**src/rtl/core/arp_pkg.sv**
```systemverilog
// ---------------------------------------------------------------------------
// arp_pkg
// Shared types, codes and the request frame builder of the ARP resolver.
// ---------------------------------------------------------------------------
package arp_pkg;

    localparam int unsigned FRAME_LEN   = 42;
    localparam int unsigned QUEUE_DEPTH = 4;
    localparam int unsigned QPTR_W      = $clog2(QUEUE_DEPTH);

    localparam logic [7:0] RETRY_RESET  = 8'd30;
    localparam logic [7:0] BCAST_BYTE   = 8'hFF;
    localparam logic [7:0] ETYPE_HI     = 8'h08;
    localparam logic [7:0] ETYPE_LO     = 8'h06;
    localparam logic [7:0] OPER_HI      = 8'h00;
    localparam logic [7:0] OPER_REPLY   = 8'h02;
    localparam logic [7:0] POS_MAX      = 8'hFF;

    localparam logic [7:0] POS_ETYPE_HI = 8'd12;
    localparam logic [7:0] POS_ETYPE_LO = 8'd13;
    localparam logic [7:0] POS_OPER_HI  = 8'd20;
    localparam logic [7:0] POS_OPER_LO  = 8'd21;
    localparam logic [7:0] POS_SHA      = 8'd22;
    localparam logic [7:0] POS_SPA      = 8'd28;
    localparam logic [7:0] POS_TPA_END  = 8'd32;

    localparam logic KIND_TX   = 1'b0;
    localparam logic KIND_DONE = 1'b1;
    localparam logic ST_OK     = 1'b0;
    localparam logic ST_TIMEOUT = 1'b1;

    // arp header from the ethertype on: ethertype, htype, ptype, hlen, plen, oper request
    localparam logic [7:0] HDR [10] = '{8'h08, 8'h06, 8'h00, 8'h01, 8'h08,
                                        8'h00, 8'h06, 8'h04, 8'h00, 8'h01};

    typedef enum logic [1:0] {
        CMD_RESOLVE = 2'd0,
        CMD_RX_BYTE = 2'd1,
        CMD_TICK    = 2'd2
    } t_cmd;

    typedef enum logic [1:0] {
        REG_OWN_MAC     = 2'd0,
        REG_OWN_IP      = 2'd1,
        REG_GW_IP       = 2'd2,
        REG_RETRY_LIMIT = 2'd3
    } t_reg_idx;

    typedef struct packed {
        logic [47:0] own_mac;
        logic [31:0] own_ip;
        logic [31:0] gw_ip;
        logic [7:0]  retry_limit;
    } t_cfg;

    typedef struct packed {
        logic        is_frame;
        logic        status;
        logic [47:0] payload;
    } t_job;

    typedef struct packed {
        logic full;
        logic empty;
    } t_q_stat;

    function automatic logic [7:0] frame_byte(input logic [5:0] i, input t_cfg cfg,
                                              input logic [31:0] tip);
        logic [5:0] k;
        logic [7:0] b;
        k = '0;
        b = '0;
        if (i < 6'd6) begin
            b = BCAST_BYTE;
        end else if (i < 6'd12) begin
            k = 6'd11 - i;
            b = cfg.own_mac[{k[2:0], 3'b000} +: 8];
        end else if (i < 6'd22) begin
            b = HDR[4'(i - 6'd12)];
        end else if (i < 6'd28) begin
            k = 6'd27 - i;
            b = cfg.own_mac[{k[2:0], 3'b000} +: 8];
        end else if (i < 6'd32) begin
            k = 6'd31 - i;
            b = cfg.own_ip[{k[1:0], 3'b000} +: 8];
        end else if (i < 6'd38) begin
            b = '0;
        end else if (i < 6'd42) begin
            k = 6'd41 - i;
            b = tip[{k[1:0], 3'b000} +: 8];
        end
        return b;
    endfunction

endpackage

```
**src/rtl/core/arp_in_if.sv**
```systemverilog
// ---------------------------------------------------------------------------
// arp_in_if
// Input channel: resolve commands, received frame bytes and poll ticks.
// ---------------------------------------------------------------------------
interface arp_in_if;
    logic        valid;
    logic        ready;
    logic [1:0]  cmd;
    logic [31:0] target_ip;
    logic [7:0]  rx_byte;
    logic        rx_last;

    modport source (output valid, cmd, target_ip, rx_byte, rx_last, input ready);
    modport sink   (input valid, cmd, target_ip, rx_byte, rx_last, output ready);
endinterface

```
**src/rtl/core/arp_out_if.sv**
```systemverilog
// ---------------------------------------------------------------------------
// arp_out_if
// Output channel: transmit frame bytes and resolve completions.
// ---------------------------------------------------------------------------
interface arp_out_if;
    logic        valid;
    logic        ready;
    logic        kind;
    logic [7:0]  tx_byte;
    logic        tx_last;
    logic        status;
    logic [47:0] mac;

    modport source (output valid, kind, tx_byte, tx_last, status, mac, input ready);
    modport sink   (input valid, kind, tx_byte, tx_last, status, mac, output ready);
endinterface

```
**src/rtl/core/arp_cfg_if.sv**
```systemverilog
// ---------------------------------------------------------------------------
// arp_cfg_if
// Configuration write channel: register index and write data.
// ---------------------------------------------------------------------------
interface arp_cfg_if;
    logic        valid;
    logic        ready;
    logic [1:0]  index;
    logic [47:0] data;

    modport source (output valid, index, data, input ready);
    modport sink   (input valid, index, data, output ready);
endinterface

```
**src/rtl/core/arp_front.sv**
```systemverilog
// ---------------------------------------------------------------------------
// arp_front
// Accepts input items, parses received frames, tracks the pending request
// and its timeout, keeps the gateway cache and queues jobs for the back end.
// ---------------------------------------------------------------------------
module arp_front (
    input  logic            i_clk,
    input  logic            i_rst_n,
    arp_in_if.sink          i_in,
    input  arp_pkg::t_cfg   i_cfg,
    input  arp_pkg::t_q_stat i_q_stat,
    output logic            o_push,
    output arp_pkg::t_job   o_job
);
    import arp_pkg::*;

    logic        r_cache_valid, n_cache_valid;
    logic [47:0] r_cache_mac, n_cache_mac;
    logic        r_waiting, n_waiting;
    logic [31:0] r_pending_ip, n_pending_ip;
    logic [7:0]  r_ticks, n_ticks;
    logic [7:0]  r_rx_pos, n_rx_pos;
    logic        r_rx_hdr_ok, n_rx_hdr_ok;
    logic [47:0] r_rx_mac, n_rx_mac;
    logic [31:0] r_rx_ip, n_rx_ip;
    logic        accept;
    logic [7:0]  p;
    logic [7:0]  b;

    assign i_in.ready = !i_q_stat.full;
    assign accept     = i_in.valid && i_in.ready;
    assign p          = r_rx_pos;
    assign b          = i_in.rx_byte;

    always_comb begin
        n_cache_valid = r_cache_valid;
        n_cache_mac   = r_cache_mac;
        n_waiting     = r_waiting;
        n_pending_ip  = r_pending_ip;
        n_ticks       = r_ticks;
        n_rx_pos      = r_rx_pos;
        n_rx_hdr_ok   = r_rx_hdr_ok;
        n_rx_mac      = r_rx_mac;
        n_rx_ip       = r_rx_ip;
        o_push        = 1'b0;
        o_job         = '0;
        if (accept) begin
            unique case (t_cmd'(i_in.cmd))
                CMD_RESOLVE: begin
                    o_push = 1'b1;
                    if (r_cache_valid && i_in.target_ip == i_cfg.gw_ip) begin
                        o_job.is_frame = 1'b0;
                        o_job.status   = ST_OK;
                        o_job.payload  = r_cache_mac;
                    end else begin
                        o_job.is_frame = 1'b1;
                        o_job.payload  = {16'h0000, i_in.target_ip};
                        n_waiting      = 1'b1;
                        n_pending_ip   = i_in.target_ip;
                        n_ticks        = '0;
                    end
                end
                CMD_RX_BYTE: begin
                    if (p < 8'(FRAME_LEN)) begin
                        if ((p == POS_ETYPE_HI && b != ETYPE_HI)
                                || (p == POS_ETYPE_LO && b != ETYPE_LO)
                                || (p == POS_OPER_HI && b != OPER_HI)
                                || (p == POS_OPER_LO && b != OPER_REPLY)) begin
                            n_rx_hdr_ok = 1'b0;
                        end
                        if (p >= POS_SHA && p < POS_SPA) begin
                            n_rx_mac = {r_rx_mac[39:0], b};
                        end
                        if (p >= POS_SPA && p < POS_TPA_END) begin
                            n_rx_ip = {r_rx_ip[23:0], b};
                        end
                    end
                    if (p != POS_MAX) begin
                        n_rx_pos = p + 8'd1;
                    end
                    if (i_in.rx_last) begin
                        if (r_waiting && n_rx_pos >= 8'(FRAME_LEN) && n_rx_hdr_ok
                                && n_rx_ip == r_pending_ip) begin
                            if (r_pending_ip == i_cfg.gw_ip) begin
                                n_cache_mac   = n_rx_mac;
                                n_cache_valid = 1'b1;
                            end
                            o_push         = 1'b1;
                            o_job.is_frame = 1'b0;
                            o_job.status   = ST_OK;
                            o_job.payload  = n_rx_mac;
                            n_waiting      = 1'b0;
                        end
                        n_rx_pos    = '0;
                        n_rx_hdr_ok = 1'b1;
                        n_rx_mac    = '0;
                        n_rx_ip     = '0;
                    end
                end
                CMD_TICK: begin
                    if (r_waiting) begin
                        if (r_ticks != POS_MAX) begin
                            n_ticks = r_ticks + 8'd1;
                        end
                        if (n_ticks >= i_cfg.retry_limit) begin
                            o_push         = 1'b1;
                            o_job.is_frame = 1'b0;
                            o_job.status   = ST_TIMEOUT;
                            o_job.payload  = '0;
                            n_waiting      = 1'b0;
                        end
                    end
                end
                default: begin
                end
            endcase
        end
    end

    always_ff @(posedge i_clk) begin
        if (!i_rst_n) begin
            r_cache_valid <= 1'b0;
            r_cache_mac   <= '0;
            r_waiting     <= 1'b0;
            r_pending_ip  <= '0;
            r_ticks       <= '0;
            r_rx_pos      <= '0;
            r_rx_hdr_ok   <= 1'b1;
            r_rx_mac      <= '0;
            r_rx_ip       <= '0;
        end else begin
            r_cache_valid <= n_cache_valid;
            r_cache_mac   <= n_cache_mac;
            r_waiting     <= n_waiting;
            r_pending_ip  <= n_pending_ip;
            r_ticks       <= n_ticks;
            r_rx_pos      <= n_rx_pos;
            r_rx_hdr_ok   <= n_rx_hdr_ok;
            r_rx_mac      <= n_rx_mac;
            r_rx_ip       <= n_rx_ip;
        end
    end

endmodule

```
**src/rtl/core/arp_queue.sv**
```systemverilog
// ---------------------------------------------------------------------------
// arp_queue
// Short job queue between the front end and the transmit back end.
// ---------------------------------------------------------------------------
module arp_queue (
    input  logic             i_clk,
    input  logic             i_rst_n,
    input  logic             i_push,
    input  arp_pkg::t_job    i_job,
    input  logic             i_pop,
    output arp_pkg::t_job    o_job,
    output arp_pkg::t_q_stat o_stat
);
    import arp_pkg::*;

    t_job              r_mem [QUEUE_DEPTH];
    logic [QPTR_W-1:0] r_wr_ptr;
    logic [QPTR_W-1:0] r_rd_ptr;
    logic [QPTR_W:0]   r_count;
    logic              do_push;
    logic              do_pop;

    assign o_stat.full  = (r_count == (QPTR_W+1)'(QUEUE_DEPTH));
    assign o_stat.empty = (r_count == '0);
    assign do_push      = i_push && !o_stat.full;
    assign do_pop       = i_pop && !o_stat.empty;
    assign o_job        = r_mem[r_rd_ptr];

    always_ff @(posedge i_clk) begin
        if (do_push) begin
            r_mem[r_wr_ptr] <= i_job;
        end
    end

    always_ff @(posedge i_clk) begin
        if (!i_rst_n) begin
            r_wr_ptr <= '0;
            r_rd_ptr <= '0;
            r_count  <= '0;
        end else begin
            if (do_push) begin
                r_wr_ptr <= r_wr_ptr + 1'b1;
            end
            if (do_pop) begin
                r_rd_ptr <= r_rd_ptr + 1'b1;
            end
            if (do_push && !do_pop) begin
                r_count <= r_count + 1'b1;
            end else if (do_pop && !do_push) begin
                r_count <= r_count - 1'b1;
            end
        end
    end

endmodule

```
**src/rtl/core/arp_back.sv**
```systemverilog
// ---------------------------------------------------------------------------
// arp_back
// Takes jobs from the queue and drives the output register: one completion
// item, or the 42 bytes of a broadcast ARP request frame.
// ---------------------------------------------------------------------------
module arp_back (
    input  logic             i_clk,
    input  logic             i_rst_n,
    input  arp_pkg::t_cfg    i_cfg,
    input  arp_pkg::t_job    i_job,
    input  arp_pkg::t_q_stat i_q_stat,
    output logic             o_pop,
    arp_out_if.source        o_out
);
    import arp_pkg::*;

    logic        r_busy, n_busy;
    logic [5:0]  r_idx, n_idx;
    logic [31:0] r_tip, n_tip;
    logic        r_valid, n_valid;
    logic        r_kind, n_kind;
    logic [7:0]  r_tx_byte, n_tx_byte;
    logic        r_tx_last, n_tx_last;
    logic        r_status, n_status;
    logic [47:0] r_mac, n_mac;
    logic        out_free;

    assign out_free = !r_valid || o_out.ready;

    always_comb begin
        n_busy    = r_busy;
        n_idx     = r_idx;
        n_tip     = r_tip;
        n_valid   = r_valid;
        n_kind    = r_kind;
        n_tx_byte = r_tx_byte;
        n_tx_last = r_tx_last;
        n_status  = r_status;
        n_mac     = r_mac;
        o_pop     = 1'b0;
        if (out_free) begin
            n_valid = 1'b0;
            if (r_busy) begin
                n_valid   = 1'b1;
                n_kind    = KIND_TX;
                n_tx_byte = frame_byte(r_idx, i_cfg, r_tip);
                n_tx_last = (r_idx == 6'(FRAME_LEN - 1));
                n_status  = ST_OK;
                n_mac     = '0;
                n_idx     = r_idx + 6'd1;
                if (n_tx_last) begin
                    n_busy = 1'b0;
                end
            end else if (!i_q_stat.empty) begin
                o_pop   = 1'b1;
                n_valid = 1'b1;
                if (i_job.is_frame) begin
                    // first byte goes out with the pop
                    n_busy    = 1'b1;
                    n_idx     = 6'd1;
                    n_tip     = i_job.payload[31:0];
                    n_kind    = KIND_TX;
                    n_tx_byte = frame_byte(6'd0, i_cfg, i_job.payload[31:0]);
                    n_tx_last = 1'b0;
                    n_status  = ST_OK;
                    n_mac     = '0;
                end else begin
                    n_kind    = KIND_DONE;
                    n_tx_byte = '0;
                    n_tx_last = 1'b0;
                    n_status  = i_job.status;
                    n_mac     = i_job.payload;
                end
            end
        end
    end

    always_ff @(posedge i_clk) begin
        if (!i_rst_n) begin
            r_busy  <= 1'b0;
            r_idx   <= '0;
            r_valid <= 1'b0;
        end else begin
            r_busy  <= n_busy;
            r_idx   <= n_idx;
            r_valid <= n_valid;
        end
    end

    always_ff @(posedge i_clk) begin
        r_tip     <= n_tip;
        r_kind    <= n_kind;
        r_tx_byte <= n_tx_byte;
        r_tx_last <= n_tx_last;
        r_status  <= n_status;
        r_mac     <= n_mac;
    end

    assign o_out.valid   = r_valid;
    assign o_out.kind    = r_kind;
    assign o_out.tx_byte = r_tx_byte;
    assign o_out.tx_last = r_tx_last;
    assign o_out.status  = r_status;
    assign o_out.mac     = r_mac;

endmodule

```
**src/rtl/core/arp_request_reply_resolver.sv**
```systemverilog
// ---------------------------------------------------------------------------
// arp_request_reply_resolver
// ARP resolver for Ethernet and IPv4 with a single-entry gateway MAC cache.
// ---------------------------------------------------------------------------
// The input channel takes one item per cycle (resolve command, received frame
// byte or poll tick) as long as the four-entry job queue between the parser
// and the transmitter has room. Cache hits, matching replies and timeouts
// become a single completion item; a cache miss becomes a 42-byte request
// frame sent one byte per cycle by the transmitter while the output is
// ready, and received bytes and ticks keep flowing in meanwhile. Output is
// registered; a stalled output stalls input only once the queue has filled.
// The configuration port is always ready and takes one write per cycle.
module arp_request_reply_resolver (
    input  logic    i_clk,
    input  logic    i_rst_n,
    arp_in_if.sink  i_in,
    arp_cfg_if.sink i_cfg,
    arp_out_if.source o_out
);
    import arp_pkg::*;

    t_cfg    r_cfg;
    t_job    push_job;
    t_job    head_job;
    t_q_stat q_stat;
    logic    push;
    logic    pop;

    assign i_cfg.ready = 1'b1;

    always_ff @(posedge i_clk) begin
        if (!i_rst_n) begin
            r_cfg.own_mac     <= '0;
            r_cfg.own_ip      <= '0;
            r_cfg.gw_ip       <= '0;
            r_cfg.retry_limit <= RETRY_RESET;
        end else if (i_cfg.valid) begin
            unique case (t_reg_idx'(i_cfg.index))
                REG_OWN_MAC:     r_cfg.own_mac     <= i_cfg.data;
                REG_OWN_IP:      r_cfg.own_ip      <= i_cfg.data[31:0];
                REG_GW_IP:       r_cfg.gw_ip       <= i_cfg.data[31:0];
                REG_RETRY_LIMIT: r_cfg.retry_limit <= i_cfg.data[7:0];
                default: begin
                end
            endcase
        end
    end

    arp_front u_front (
        .i_clk    (i_clk),
        .i_rst_n  (i_rst_n),
        .i_in     (i_in),
        .i_cfg    (r_cfg),
        .i_q_stat (q_stat),
        .o_push   (push),
        .o_job    (push_job)
    );

    arp_queue u_queue (
        .i_clk   (i_clk),
        .i_rst_n (i_rst_n),
        .i_push  (push),
        .i_job   (push_job),
        .i_pop   (pop),
        .o_job   (head_job),
        .o_stat  (q_stat)
    );

    arp_back u_back (
        .i_clk    (i_clk),
        .i_rst_n  (i_rst_n),
        .i_cfg    (r_cfg),
        .i_job    (head_job),
        .i_q_stat (q_stat),
        .o_pop    (pop),
        .o_out    (o_out)
    );

endmodule
```
**src/flat_wrapper.sv**
```systemverilog
// flat-port wrapper written by rule: the top's interface ports become plain ports
module arp_request_reply_resolver_flat import arp_pkg::*;
  (i_clk, i_rst_n, i_in_valid, i_in_cmd, i_in_target_ip, i_in_rx_byte, i_in_rx_last, i_in_ready, i_cfg_valid, i_cfg_index, i_cfg_data, i_cfg_ready, o_out_valid, o_out_kind, o_out_tx_byte, o_out_tx_last, o_out_status, o_out_mac, o_out_ready);
  arp_in_if i_in_i ();
  arp_cfg_if i_cfg_i ();
  arp_out_if o_out_i ();
  input  logic i_clk;
  input  logic i_rst_n;
  input wire logic [$bits(i_in_i.valid)-1:0] i_in_valid;
  input wire logic [$bits(i_in_i.cmd)-1:0] i_in_cmd;
  input wire logic [$bits(i_in_i.target_ip)-1:0] i_in_target_ip;
  input wire logic [$bits(i_in_i.rx_byte)-1:0] i_in_rx_byte;
  input wire logic [$bits(i_in_i.rx_last)-1:0] i_in_rx_last;
  output wire logic [$bits(i_in_i.ready)-1:0] i_in_ready;
  input wire logic [$bits(i_cfg_i.valid)-1:0] i_cfg_valid;
  input wire logic [$bits(i_cfg_i.index)-1:0] i_cfg_index;
  input wire logic [$bits(i_cfg_i.data)-1:0] i_cfg_data;
  output wire logic [$bits(i_cfg_i.ready)-1:0] i_cfg_ready;
  output wire logic [$bits(o_out_i.valid)-1:0] o_out_valid;
  output wire logic [$bits(o_out_i.kind)-1:0] o_out_kind;
  output wire logic [$bits(o_out_i.tx_byte)-1:0] o_out_tx_byte;
  output wire logic [$bits(o_out_i.tx_last)-1:0] o_out_tx_last;
  output wire logic [$bits(o_out_i.status)-1:0] o_out_status;
  output wire logic [$bits(o_out_i.mac)-1:0] o_out_mac;
  input wire logic [$bits(o_out_i.ready)-1:0] o_out_ready;
  assign i_in_i.valid = i_in_valid;
  assign i_in_i.cmd = i_in_cmd;
  assign i_in_i.target_ip = i_in_target_ip;
  assign i_in_i.rx_byte = i_in_rx_byte;
  assign i_in_i.rx_last = i_in_rx_last;
  assign i_in_ready = i_in_i.ready;
  assign i_cfg_i.valid = i_cfg_valid;
  assign i_cfg_i.index = i_cfg_index;
  assign i_cfg_i.data = i_cfg_data;
  assign i_cfg_ready = i_cfg_i.ready;
  assign o_out_valid = o_out_i.valid;
  assign o_out_kind = o_out_i.kind;
  assign o_out_tx_byte = o_out_i.tx_byte;
  assign o_out_tx_last = o_out_i.tx_last;
  assign o_out_status = o_out_i.status;
  assign o_out_mac = o_out_i.mac;
  assign o_out_i.ready = o_out_ready;
  arp_request_reply_resolver u_core (.i_clk(i_clk), .i_rst_n(i_rst_n), .i_in(i_in_i), .i_cfg(i_cfg_i), .o_out(o_out_i));
endmodule
```
**config.mk**
```make
export PLATFORM = sky130hd
export DESIGN_NAME = arp_request_reply_resolver_flat
export DESIGN_NICKNAME = d
export VERILOG_FILES = /design/src/rtl/core/arp_pkg.sv /design/src/rtl/core/arp_in_if.sv /design/src/rtl/core/arp_out_if.sv /design/src/rtl/core/arp_cfg_if.sv /design/src/rtl/core/arp_front.sv /design/src/rtl/core/arp_queue.sv /design/src/rtl/core/arp_back.sv /design/src/rtl/core/arp_request_reply_resolver.sv /design/src/flat_wrapper.sv
export SDC_FILE = /design/constraint.sdc
export NUM_CORES = 1
export LEC_CHECK = 0
export BUFFER_PORTS_ARGS = -buffer_cell sky130_fd_sc_hd__buf_2
export CAP_MARGIN = 20
export CORE_MARGIN = 2
export CORE_UTILIZATION = 30
export DETAILED_ROUTE_END_ITERATION = 6
export GPL_TIMING_DRIVEN = 1
export SLEW_MARGIN = 20
export SYNTH_ARGS = -nofsm -noshare
export SYNTH_HDL_FRONTEND = slang
export SYNTH_SLANG_ARGS = --single-unit
```
**constraint.sdc**
```tcl
create_clock -name i_clk -period 4.7 [get_ports i_clk]
set_input_delay 0.94 -clock i_clk [delete_from_list [all_inputs] [get_ports i_clk]]
set_output_delay 0.94 -clock i_clk [all_outputs]
set_load 0.1 [all_outputs]
```
## Word-level counts from Yosys, hierarchy flattened

Memory sizes are Yosys's and may differ from the RTL's. A register that Yosys moved wholly into a read port is not among the register bits.
Index checks and enable logic that the tools add are counted.

| storage, ports and cells | value |
|---|---|
| bits in writable memories | 200 |
| memories | 2 |
| flip-flop bits (word level) | 405 |
| input port bits | 98 |
| output and inout port bits | 62 |
| ROM bits | 128 |

Memories:

| name | words | bits a word | rd ports | clocked after Yosys merged registers in | wr ports | line | RTL |
|---|---|---|---|---|---|---|---|
| u_core.u_queue.r_mem | 4 | 50 | 1 | 1 | 1 | arp_queue.sv:16 | `t_job r_mem [QUEUE_DEPTH];` |
| (no name shown) | 16 | 8 | 1 | 0 | 0 | arp_pkg.sv:79 | `b = HDR[4'(i - 6'd12)];` |

| cells by class | value |
|---|---|
| add/subtract/negate cells | 12 |
| reductions and logical operators | 44 |
| shifts and indexed selects | 4 |
| magnitude comparators | 15 |
| bitwise operators | 4 |
| multiplexer cells | 81 |
| eq/ne operators | 24 |

Operators by type and width:

| kind | number |
|---|---|
| 48-bit two-way mux | 8 |
| 8-bit two-way mux | 22 |
| 32-bit two-way mux | 5 |
| 50-bit case mux with 3 select lines | 1 |
| 49-bit two-way mux | 2 |
| 32-bit equality test | 3 |
| 48-bit by 7-bit indexed part select with 8-bit output | 2 |
| 32-bit by 6-bit indexed part select with 8-bit output | 2 |
| 50-bit two-way mux | 1 |
| 1-bit two-way mux | 32 |
| 6-bit less-than comparator, second input constant | 3 |
| 6-bit two-way mux | 3 |
| 8-bit by 1-bit adder with 8-bit output, second input constant | 2 |
| 8-bit by 4-bit equality test with 1-bit output, second input constant | 2 |
| 8-bit by 5-bit equality test with 1-bit output, second input constant | 2 |
| 8-bit by 5-bit greater-or-equal comparator with 1-bit output, second input constant | 2 |
| 8-bit by 6-bit less-than comparator with 1-bit output, second input constant | 2 |
| 8-bit != test, second input constant | 2 |
| 8-bit case mux with 2 select lines | 1 |
| 1-bit logical AND | 15 |
| 6-bit by 5-bit less-than comparator with 1-bit output, second input constant | 2 |
| 2-bit AND reduction | 6 |
| 5-bit AND reduction | 2 |
| 8-bit by 6-bit greater-or-equal comparator with 1-bit output, second input constant | 1 |
| other kinds (36) | 61 |

## Logic depth before layout (Yosys ltp)

Gate-level depths: netlist (run 1).

| logic depth | value |
|---|---|
| word-level depth | 20 |
| gate-level depth with buffers | 21 |
| depth with buffers taken out | 19 |

## Hierarchy

Synthesis (run 1) repeated with hierarchy kept, for this count alone.

| second synthesis, totals | value |
|---|---|
| cells, all modules | 2378 |
| area, all modules | 27736.6 sq um |

Modules (own cells, without submodules):

| module | sequential area each (sq um) | instances | area an instance (sq um) | cells an instance |
|---|---|---|---|---|
| arp_front | 3583.4 | 1 | 10751.6 | 1288 |
| arp_queue | 6185.9 | 1 | 7761.2 | 310 |
| arp_back | 2892.8 | 1 | 4719.5 | 326 |
| arp_request_reply_resolver | 2402.3 | 1 | 4504.3 | 454 |

## Worst setup path before layout (run 1)

No wires, ideal clock.

| timing | value |
|---|---|
| kind | input -> register |
| from | input o_out_ready |
| to | register u_core.u_back.r_idx[5] |
| slack | -0.259 ns |
| arrival | 4.889 ns |
| library setup time | 0.070 ns |
| cell stages on the path | 6 |
| path buffers | 0 |
| cell sequence | nor2b_1 nor2_1 o21ai_0 or3_1 or3_1 a21oi_1 |

| between the ends | value |
|---|---|
| longest elaborated chain between the ends | 2 |

Ends and longest elaborated chain:

| what | line | RTL |
|---|---|---|
| start, declared | flat_wrapper.sv:25 | `input wire logic [$bits(o_out_i.ready)-1:0] o_out_ready;` |
| 1-bit logical OR | arp_back.sv:28 | `assign out_free = !r_valid \|\| o_out.ready;` |
| 3-bit AND reduction (no line) | - |  |
| end signal, assigned | arp_back.sv:85 | `r_idx <= n_idx;` |
| end, declared | arp_back.sv:18 | `logic [5:0] r_idx, n_idx;` |

No other way between the ends.
A chain may end at the register's enable or synchronous reset.

## Worst setup path in the final report (run 1)

| timing | value |
|---|---|
| from | register u_core.u_front.r_rx_pos[6] (netlist: u_core.u_front.p[6]) |
| to | register u_core.u_queue.r_count[2] |

| between the ends | value |
|---|---|
| longest elaborated chain between the ends | 19 |
| elaborated cells on any way between the ends | 43 |

Ends and longest elaborated chain:

| what | line | RTL |
|---|---|---|
| start, declared | arp_front.sv:22 | `logic [7:0] r_rx_pos, n_rx_pos;` |
| start signal, assigned | arp_front.sv:137 | `r_rx_pos <= n_rx_pos;` |
| parallel branches: the longest is 10 deep, another holds 8-bit by 1-bit adder with 8-bit output | - |  |
| 1-bit logical AND (*) | arp_front.sv:83 | `&& n_rx_ip == r_pending_ip) begin` |
| 1-bit two-way mux (*) | arp_front.sv:82 | `if (r_waiting && n_rx_pos >= 8'(FRAME_LEN) && n_rx_hdr_ok` |
| 1-bit two-way mux (*) | arp_front.sv:81 | `if (i_in.rx_last) begin` |
| 1-bit case mux with 3 select lines (*) | arp_front.sv:48 | `unique case (t_cmd'(i_in.cmd))` |
| 1-bit two-way mux (*) | arp_front.sv:47 | `if (accept) begin` |
| 1-bit logical AND (*) | arp_queue.sv:25 | `assign do_push = i_push && !o_stat.full;` |
| 1-bit logical NOT | arp_queue.sv:49 | `end else if (do_pop && !do_push) begin` |
| 1-bit logical AND | arp_queue.sv:49 |  |
| 2-bit nonzero test (no line) | - |  |
| end signal, assigned | arp_queue.sv:48 | `r_count <= r_count + 1'b1;` |
| end signal, assigned | arp_queue.sv:50 | `r_count <= r_count - 1'b1;` |
| end, declared | arp_queue.sv:19 | `logic [QPTR_W:0] r_count;` |

Mark *: on every way between the ends. The select of a mux whose other input is x is not followed.

==> metrics.txt, run 1 <==
status complete, but fails checks; clock sink count 607; DR DRC count 2; CTS clock-pin slew for the worst setup and hold paths 50 ps; final setup skew 34.90 ps; wire per inst 20.56 um; Hold WC Path Type flip-flop to flip-flop; TritonCTS clock tree built; Worst-Skew Late Latency 620 ps; CP arrival 5020 ps; Crit-path slowest cell or4b_1; CP delay by family, top simple AND/OR/NAND/NOR gates; GRT Util Overall 0.1695; post-DP HPWL 57620 um; Worst setup EP type flip-flop; worst path required time 5240 ps; Flop pwr share 0.400; Post-synth EDFFs 291; vias in the first global route 19390; Yosys warnings 0; first-pass GRT wire length 122700 um; Max Slew Vio Count 0; CP startpoint kind flip-flop; internal power 0.01037 W; net switching fraction of the power 0.3572; via count 19700; Peak VDD IR 0.3339 mV; Die Width 308.4 um; Synth cell types 76; Die H 308.4 um; drt first pass iters 7; share of the synthesized area in the top cell type 0.3144; Yosys top cell by area edfxtp_1; Power Density 496.0 nW/um2; Synth async-reset ratio 0; critical hold path startpoint u_core.r_cfg[52]; top cells by count, synth nand2_1, dfxtp_1, edfxtp_1; gpl congestion 0.9028; failing checks design-rule violations; slew margin rel. 0.3066; largest cells by area after synthesis edfxtp_1, dfxtp_1, mux4_2; Tot Pwr 0.01614 W; I/O pin count 160; largest stage delay on the critical path 620 ps; Final min period 4487 ps; Final Hold Fails 0; most numerous cell in the Yosys netlist nand2_1; Congestion Overflow GR 0; #FFs+latches synth 607; Critical path buffers and inverters 2; setup TNS 0 ps; Placed Instances 3834; Max Fclk 222.9 MHz; number of H-tree levels 3; Mapped Nets 2654; Comb pwr share 0.265; Syn Area/Cell 10.99 um2; CP Cell Sequence or4b_1 > o211a_1 > a31o_1 > or3b_1 > or4b_4 > nor3_1 > buf_4 > a22o_1 > ha_1 > inv_1 > fa_1 > xor2_1 > or3_1 > a21boi_0; largest net degree at the start of global routing 108; crit path from u_core.u_front.p[6]; WL final 81440 um; Reg2Reg Launch Point u_core.u_front.p[6]; core area 91800 um2; top_reg_cell synth dfxtp_1; initial antenna violation count 14; worst-path fanout max 7; clk root buf clkbuf_16; Initial Util 0.3028; clk buf depth 3; Rows 111; P&R area growth vs syn 17.06%; vias per cell 4.971; final std cells w/o fill 3962; share of cells above drive strength 1 0.1790; clock network power share 0.335; critical path class flip-flop to flip-flop; RSZ-0062 raised after global routing no; Gate Count Post-Synth 2530; period utilisation layout 0.9546; ANT nets after route 0; IO Port Bufs 158; sequential-to-total area share from yosys stat 0.5420; worst-margin pin slew 1040 ps; First DRT Iteration DRCs 1640; Mapped Area 27800 um2; Max Cap Viol 0; Final setup viols 0; leakage 11.31 nW; cts bufs inserted 67; die area 95110 um2; fin nets 2785; switching power total 0.005765 W; r2r setup slk 210 ps
[cell usage in the layout (no fill, tap or decap), drive strengths merged, types with 5 or more instances in the layout]
cell and n:
o21ai 50, or3 7, inv 51, nand2b 21, and2 67, nand3 29, nor4 21, buf 229
a22oi 82, nor3 20, bufinv 7, a221oi 5, o22ai 10, nor2b 157, mux4 74, clkinv 24
a31oi 11, xor2 52, mux2 49, nor4b 6, a21boi 157, nand4 35, nor2 120, a2111oi 8
edfxtp 291, o211ai 9, and3 10, nand2 391, a211oi 5, dfxtp 316, a21oi 93, mux2i 94
ha 25, clkbuf 89, o31ai 7, xnor2 28
[flip-flops by register name (all words and copies together), names as in the netlist, 2 cells and up, named ones only]
| signal | flops |
|---|---|
| u_core.u_queue.r_mem | 200 |
| u_core.r_cfg | 120 |
| u_core.u_back.o_out.mac | 48 |
| u_core.u_front.r_cache_mac | 48 |
| u_core.u_front.r_rx_mac | 48 |
| u_core.u_back.r_tip | 32 |
| u_core.u_front.r_pending_ip | 32 |
| u_core.u_front.r_rx_ip | 32 |
| u_core.u_back.o_out.tx_byte | 8 |
| u_core.u_front.p | 8 |
| u_core.u_front.r_ticks | 8 |
| u_core.u_back.r_idx | 6 |
| u_core.u_queue.r_count | 3 |
| u_core.u_queue.r_rd_ptr | 2 |
| u_core.u_queue.r_wr_ptr | 2 |
[layer usage]
metal | wire (um) | share of wire | up-vias | track usage
li1 | - | - | 9329 | -
met1 | 35430 | 0.44 | 9690 | 0.2217
met2 | 37930 | 0.47 | 528 | 0.2780
met3 | 5078 | 0.062 | 135 | 0.03202
met4 | 2922 | 0.036 | 14 | 0.06364
met5 | 83 | 0.0010 | - | 0
[worst min-delay path, cell delays in order, from the launching register on]
cell and delay (ps):
dfxtp_1 300, nand2_1 40, a21boi_0 60
[path summary, 6_finish.rpt]
check                              endpoint  depth (start not counted)
setup / recovery  u_core.u_queue.r_count[2]                         14
hold / removal             u_core.r_cfg[52]                          2
setup reg to reg  u_core.u_queue.r_count[2]                         14
hold reg to reg            u_core.r_cfg[52]                          2
[power groups by stage]
stage | registers (W) | logic, W | clock network [W]
3_5_place_dp | 0.00658 | 0.00433 | 0
3_3_place_gp | 0.00657 | 0.00433 | 0
2_1_floorplan | 0.00844 | 0.00144 | 0
4_1_cts | 0.00647 | 0.00434 | 0.00554
5_1_grt | 0.00652 | 0.00452 | 0.00573
6_report | 0.00646 | 0.00428 | 0.00540
[per-stage QoR]
stage	setup slack [ps]	utilization	hold WS (ps)	area [um2]
finish	213.4	0.3544	456.5	32540
global placement	275.3	0.3292	446.4	30220
detailed placement	229.0	0.3292	455.6	30220
CTS	244.2	0.3539	462.5	32490
floorplan	138.2	-	440.2	27800
global route	16.21	0.3544	479.9	32530
[kinds of logic (layout without fill, tap and decap cells)]
kind of cell / Yosys count / in the layout / synth area share
buffers and inverters: 217 / 402 / 0.03101
XOR/XNOR: 80 / 80 / 0.02521
adder cells (fa/ha/maj): 26 / 26 / 0.01197
flip-flops: 607 / 607 / 0.5420
multiplexers: 217 / 217 / 0.1137
other: 1 / 5 / 0.0001349
AO/OA/AOI/OAI: 475 / 475 / 0.1170
AND/OR/NAND/NOR: 907 / 907 / 0.1591
[cell type report]
class	instances	area, um2
fill	9037	59260
sequential	607	15070
antenna	4	10.01
tap	1243	1555
timing repair buffer	229	1475
inverter	50	187.7
multi-input combinational	1706	11970
clock buffer	89	1849
clock inverter	34	421.7
[timing repair]
action / in CTS / in global routing
resized for setup: 0 / 3
endpoints found under the setup margin: 0 / 1
endpoints found under the hold margin: 0 / 0
hold buffers: 0 / 0
buffers inserted: 0 / 0
No activity file was read; power rests on OpenSTA's default activity.
==> run 2, diff against run 1 <==
--- a/config.mk
+++ b/config.mk
@@ -8,7 +8,7 @@
 export BUFFER_PORTS_ARGS = -buffer_cell sky130_fd_sc_hd__buf_2
 export CAP_MARGIN = 20
 export CORE_MARGIN = 2
-export CORE_UTILIZATION = 30
+export CORE_UTILIZATION = 40
 export DETAILED_ROUTE_END_ITERATION = 6
 export GPL_TIMING_DRIVEN = 1
 export SLEW_MARGIN = 20
==> constraint.sdc (replaced) <==
create_clock -name i_clk -period 5.09 [get_ports i_clk]
set_input_delay 1.018 -clock i_clk [delete_from_list [all_inputs] [get_ports i_clk]]
set_output_delay 1.018 -clock i_clk [all_outputs]
set_load 0.1 [all_outputs]
==> metrics.txt, run 2 (synthesis gave the netlist of run 1 again) <==
CTS clock-pin slew for the worst setup and hold paths 60 ps (about the same); post-DP HPWL 56660 um (-1.7%); Max Slew Vio Count 0 (unchanged); worst-margin pin slew 1037 ps (-2.680 ps); first-pass GRT wire length 119700 um (-2.5%); Met3 Wirelength 3298 um (-35%); clk buf depth 3 (unchanged); CP delay by family, top simple AND/OR/NAND/NOR gates; P&R area growth vs syn 15.06%; clock sink count 607 (unchanged); critical hold path startpoint u_core.r_cfg[43]; Biggest register u_core.u_queue.r_mem; I/O pin count 160 (unchanged); initial antenna violation count 2 (-12); top routing layer used met4; setup TNS 0 ps (unchanged); wire per inst 21.90 um (+6.5%); Hold WC Path Type flip-flop to flip-flop; Final min period 4747 ps (+260.1 ps); Final setup viols 0 (unchanged); Placed Area 29700 um2 (-1.7%); largest registers u_core.u_queue.r_mem x200, u_core.r_cfg x120; setup bufs post-CTS 0 (unchanged); commonest non-fill, non-tap cells in the layout nand2_1, dfxtp_1, edfxtp_1; Die H 267.6 um (-13%); GRT Util Overall 0.2216 (+0.05214); final setup skew 19.20 ps (-15.70 ps); Place WS 340.1 ps (+111.1 ps); Worst setup EP type flip-flop; ANT nets after route 0 (unchanged); IO Port Bufs 158 (unchanged); r2r setup slk 340 ps (+130 ps); max reg flops 200 (unchanged); First DRT Iteration DRCs 1575 (-4.0%); Initial Util 0.4046 (+0.1018); Power Density 461.2 nW/um2 (-7.0%); largest net degree at the start of global routing 169 (+56%); final instance area 31980 um2 (-1.7%); area occupied by multi-input gates 11960 um2 (about the same); Core Util, Final 0.4655 (+0.1111); leakage 11.25 nW (-0.52%); WHS Endpoint u_core.r_cfg[43]; slew margin rel. 0.3084 (+0.001787); TritonCTS clock tree built; cts bufs inserted 68 (+1.5%); CP arrival 5290 ps (+270 ps); Crit-path slowest cell or4b_1; Congestion Overflow GR 0 (unchanged); Max Fclk 210.7 MHz (-5.5%); drt first pass iters 6 (-1); Critical path buffers and inverters 2 (unchanged); CP Depth 14 (unchanged); Max Cap Viol 0 (unchanged); die area 71620 um2 (-25%); Die Width 267.6 um (-13%); Routed met2 length 37790 um (-0.36%); Peak VDD IR 0.4517 mV (+35%); vias per cell 5.395 (+8.5%); commonest non-fill, non-tap cell in the layout nand2_1; WL final 79660 um (-2.2%); fin nets 2776 (-0.32%); vias in the first global route 19300 (-0.46%); largest stage delay on the critical path 740 ps (+120 ps); number of H-tree levels 3 (unchanged); gpl congestion 0.9002 (-0.29%); clk root buf clkbuf_16; core area 68710 um2 (-25%); via count 19630 (-0.35%); DR DRC count 0 (-2); Rows 96 (-14%); FF+latch area 15070 um2 (unchanged); Reg2Reg Launch Point u_core.u_front.p[7]; period utilisation layout 0.9326 (-0.02204); fillcell total 6321 (-30%); worst path required time 5630 ps (+390 ps); critical path class flip-flop to flip-flop; CP Cell Sequence or4b_1 > nor2_1 > buf_4 > nand4_1 > o31ai_1 > or4b_4 > nor3_1 > a22o_1 > ha_1 > inv_1 > fa_1 > xor2_1 > or3_1 > a21boi_0; R2R cell count 14 (unchanged); worst-path fanout max 10 (+3); R2R Path End u_core.u_queue.r_count[2]; Worst-Skew Late Latency 610 ps (about the same); RSZ-0062 raised after global routing no; share of cells above drive strength 1 0.1752 (-0.003839); final setup margin 343.3 ps (+129.9 ps); hold depth 2 (unchanged); CP startpoint kind flip-flop; met1 WL 35370 um (-0.16%); status finished clean; Final Hold Fails 0 (unchanged)
run 2: metrics by stage:
| stage | hold slack [ps] | std cells | power [W] |
|---|---|---|---|
| global placement | 447.6 | 3511 | 0.009978 |
| floorplan | 440.2 | 2530 | 0.009131 |
| CTS | 464.1 | 3636 | 0.01493 |
| global route | 484.7 | 3638 | 0.01529 |
| detailed placement | 456.4 | 3512 | 0.01002 |
| finish | 459.7 | 3638 | 0.01475 |
run 2: layout make-up:
type,instances,area share
Clock buffer,95,0.06115
Clock inverter,29,0.009115
Multi-Input combinational cell,1706,0.3741
Inverter,50,0.005868
Sequential cell,607,0.4712
Timing Repair Buffer,219,0.04206
Tap cell,931,0.03642
Antenna cell,1,0.00007824
run 2: metal layers:
metal | vias up | GRT usage
met4 | 0 | 0.09090
met1 | 9699 | 0.2936
met3 | 137 | 0.03126
li1 | 9340 | -
met5 | - | 0
met2 | 452 | 0.3651
run 2: how the worst max path moves through the flow:
stage,slack (ps),to,startpoint
CTS,330,u_core.u_queue.r_count[2],u_core.u_front.p[7]
global route,50,u_core.u_queue.r_count[2],u_core.u_front.p[4]
finish,340,u_core.u_queue.r_count[2],u_core.u_front.p[7]
detailed placement,340,u_core.u_queue.r_count[2],u_core.u_front.p[7]
floorplan,50,u_core.u_back.r_idx[5],o_out_ready
global placement,330,u_core.u_queue.r_count[2],u_core.u_front.p[7]
run 2: what timing repair did:
| action | in CTS | in global routing |
|---|---|---|
| endpoints found under the setup margin | 0 | 1 |
| hold endpoints to repair | 0 | 0 |
| gates resized for setup | 0 | 1 |
| hold buffers | 0 | 0 |
run 2: report_power, final:
part	internal, W	leakage [nW]	switching [W]
Combinational	0.000879	4.87	0.00302
Sequential	0.00575	5.28	0.000217
Clock	0.00287	1.10	0.00201
Total	0.00949	11.2	0.00525
run 2: tightest hold or removal path: cells and delay by family, from the launching register on:
kind,cells,cell delay [ps]
AND/OR/NAND/NOR,1,40
AO/OA/AOI/OAI,1,60
flip-flops,1,300
==> run 3, diff against run 2 <==
--- a/config.mk
+++ b/config.mk
@@ -8,7 +8,7 @@
 export BUFFER_PORTS_ARGS = -buffer_cell sky130_fd_sc_hd__buf_2
 export CAP_MARGIN = 20
 export CORE_MARGIN = 2
-export CORE_UTILIZATION = 40
+export CORE_UTILIZATION = 33
 export DETAILED_ROUTE_END_ITERATION = 6
 export GPL_TIMING_DRIVEN = 1
 export SLEW_MARGIN = 20
==> metrics.txt, run 3 (synthesis gave the netlist of run 1 again) <==
vias in the first global route 19080 (-1.1%); Max Cap Viol 0 (unchanged); drt first pass iters 5 (-1); Placed Area 29880 um2 (+0.61%); critical path class flip-flop to flip-flop; hold depth 2 (unchanged); TritonCTS clock tree built; CP arrival 5220 ps (-70 ps); CTS clock-pin slew for the worst setup and hold paths 60 ps (about the same); R2R Path End u_core.u_queue.r_count[2]; r2r setup slk 380 ps (+40 ps); CP Cell Sequence or4b_1 > o211a_1 > a31o_1 > or3b_1 > or4b_4 > nor3_1 > a22o_1 > ha_1 > inv_1 > fa_1 > xor2_1 > or3_1 > a21boi_0; post-DP HPWL 55050 um (-2.8%); final setup skew 23.74 ps (+4.544 ps); setup TNS 0 ps (unchanged); status finished clean; Tot Pwr 0.01469 W (-0.39%); Peak VDD IR 0.3875 mV (-14%); Rows 106 (+10%); First DRT Iteration DRCs 1545 (-1.9%); Post-CTS Resized 0 (unchanged); clk buf depth 3 (unchanged); vias per cell 5.186 (-3.9%); die area 86570 um2 (+21%); worst-margin pin slew 1071 ps (+33.47 ps); Die H 294.2 um (+9.9%); cts bufs inserted 66 (-2.9%); GRT Util Overall 0.1792 (-0.04244); slew margin rel. 0.2860 (-0.02232); Reg2Reg Launch Point u_core.u_front.p[4]; number of H-tree levels 3 (unchanged); critical hold path startpoint u_core.r_cfg[77]; commonest non-fill, non-tap cell in the layout nand2_1; DR DRC count 0 (unchanged); Die Width 294.2 um (+9.9%); WL final 78400 um (-1.6%); first-pass GRT wire length 118400 um (-1.1%); P&R area growth vs syn 15.25%; Congestion Overflow GR 0 (unchanged); Final Hold Fails 0 (unchanged); Power Density 458.6 nW/um2 (-0.56%); share of cells above drive strength 1 0.1723 (-0.002816); Final min period 4707 ps (-39.65 ps); WHS Endpoint u_core.r_cfg[77]; setup bufs post-CTS 0 (unchanged); ANT nets after route 0 (unchanged); Max Slew Vio Count 0 (unchanged); largest registers u_core.u_queue.r_mem x200, u_core.r_cfg x120; wire per inst 20.73 um (-5.3%); RSZ-0062 raised after global routing no; Initial Util 0.3327 (-0.07190); Worst setup EP type flip-flop; fillcell total 8129 (+29%); hold buffers post-CTS 0 (unchanged); Crit-path slowest cell or4b_1; Biggest register u_core.u_queue.r_mem; R2R cell count 13 (-1); worst path required time 5610 ps (-20 ps); worst-path fanout max 11 (+1); max reg flops 200 (unchanged); period utilisation layout 0.9248 (-0.007790); CP startpoint kind flip-flop; via count 19610 (-0.11%); fin nets 2769 (-0.25%); clk root buf clkbuf_16; I/O pin count 160 (unchanged); Core Util, Final 0.3834 (-0.08207); IO Port Bufs 158 (unchanged); Hold WC Path Type flip-flop to flip-flop; gpl congestion 0.9127 (+1.4%); initial antenna violation count 9 (+7); largest stage delay on the critical path 670 ps (-70 ps); commonest non-fill, non-tap cells in the layout nand2_1, dfxtp_1, edfxtp_1; largest net degree at the start of global routing 122 (-28%); leakage 11.16 nW (-0.80%); final instance area 32040 um2 (+0.17%); Max Fclk 212.4 MHz (+0.84%); Min Hold Slack 460.8 ps (+1.116 ps); core area 83560 um2 (+22%); clock sink count 607 (unchanged); Worst-Skew Late Latency 610 ps (about the same); Final setup viols 0 (unchanged)
==> run 3: layer usage <==
metal | share of wire | track usage | wire length, um | vias to the layer above
li1 | - | - | - | 9306
met1 | 0.44 | 0.2361 | 34410 | 9624
met2 | 0.47 | 0.2905 | 36680 | 515
met3 | 0.054 | 0.03021 | 4198 | 150
met4 | 0.039 | 0.07666 | 3019 | 12
met5 | 0.0010 | 0 | 82 | -
==> run 3: where the power goes <==
part	leakage [nW]	total, W	internal, W	switching [W]
registers	5.28	0.00600	0.00575	0.000254
clock network	1.05	0.00479	0.00279	0.00200
logic	4.83	0.00389	0.000874	0.00302
total	11.2	0.0147	0.00942	0.00528
==> run 3: cell type report <==
type / count / area (um2) / share of cell area
Antenna cell: 3 / 7.507 / 0.0002343
Clock buffer: 95 / 1877 / 0.05858
Clock inverter: 26 / 274.0 / 0.008553
Inverter: 50 / 187.7 / 0.005858
Multi-Input combinational cell: 1706 / 11950 / 0.3731
Sequential cell: 607 / 15070 / 0.4704
Tap cell: 1080 / 1351 / 0.04218
Timing Repair Buffer: 214 / 1318 / 0.04112
==> run 3: per-stage QoR <==
step	instances	setup slack (ps)
2_1_floorplan	2530	52.63
3_3_place_gp	3657	451.3
3_5_place_dp	3657	466.4
4_1_cts	3778	410.6
5_1_grt	3779	217.4
6_report	3781	383.0
==> run 3: worst max path at each step <==
stage                              from                   endpoint  slack, ps  cells after the start
finish              u_core.u_front.p[4]  u_core.u_queue.r_count[2]        380                     13
global placement        i_in_rx_byte[0]  u_core.u_queue.r_count[2]        450                     14
global route        u_core.u_front.p[4]  u_core.u_queue.r_count[2]        220                     13
CTS                 u_core.u_front.p[4]  u_core.u_queue.r_count[2]        410                     13
floorplan                   o_out_ready     u_core.u_back.r_idx[5]         50                      6
detailed placement  u_core.u_front.p[4]  u_core.u_queue.r_count[2]        470                     13
==> run 3: worst max-delay path, delay by kind of cell, from the launching register on <==
kind	cells	cell delay (ps)
adders and majority gates	2	620
and+or+nand+nor	5	2310
DFF	1	490
xor gates and xnor gates	1	170
buffers and inverters	1	60
AOI/OAI and AO/OA	4	950
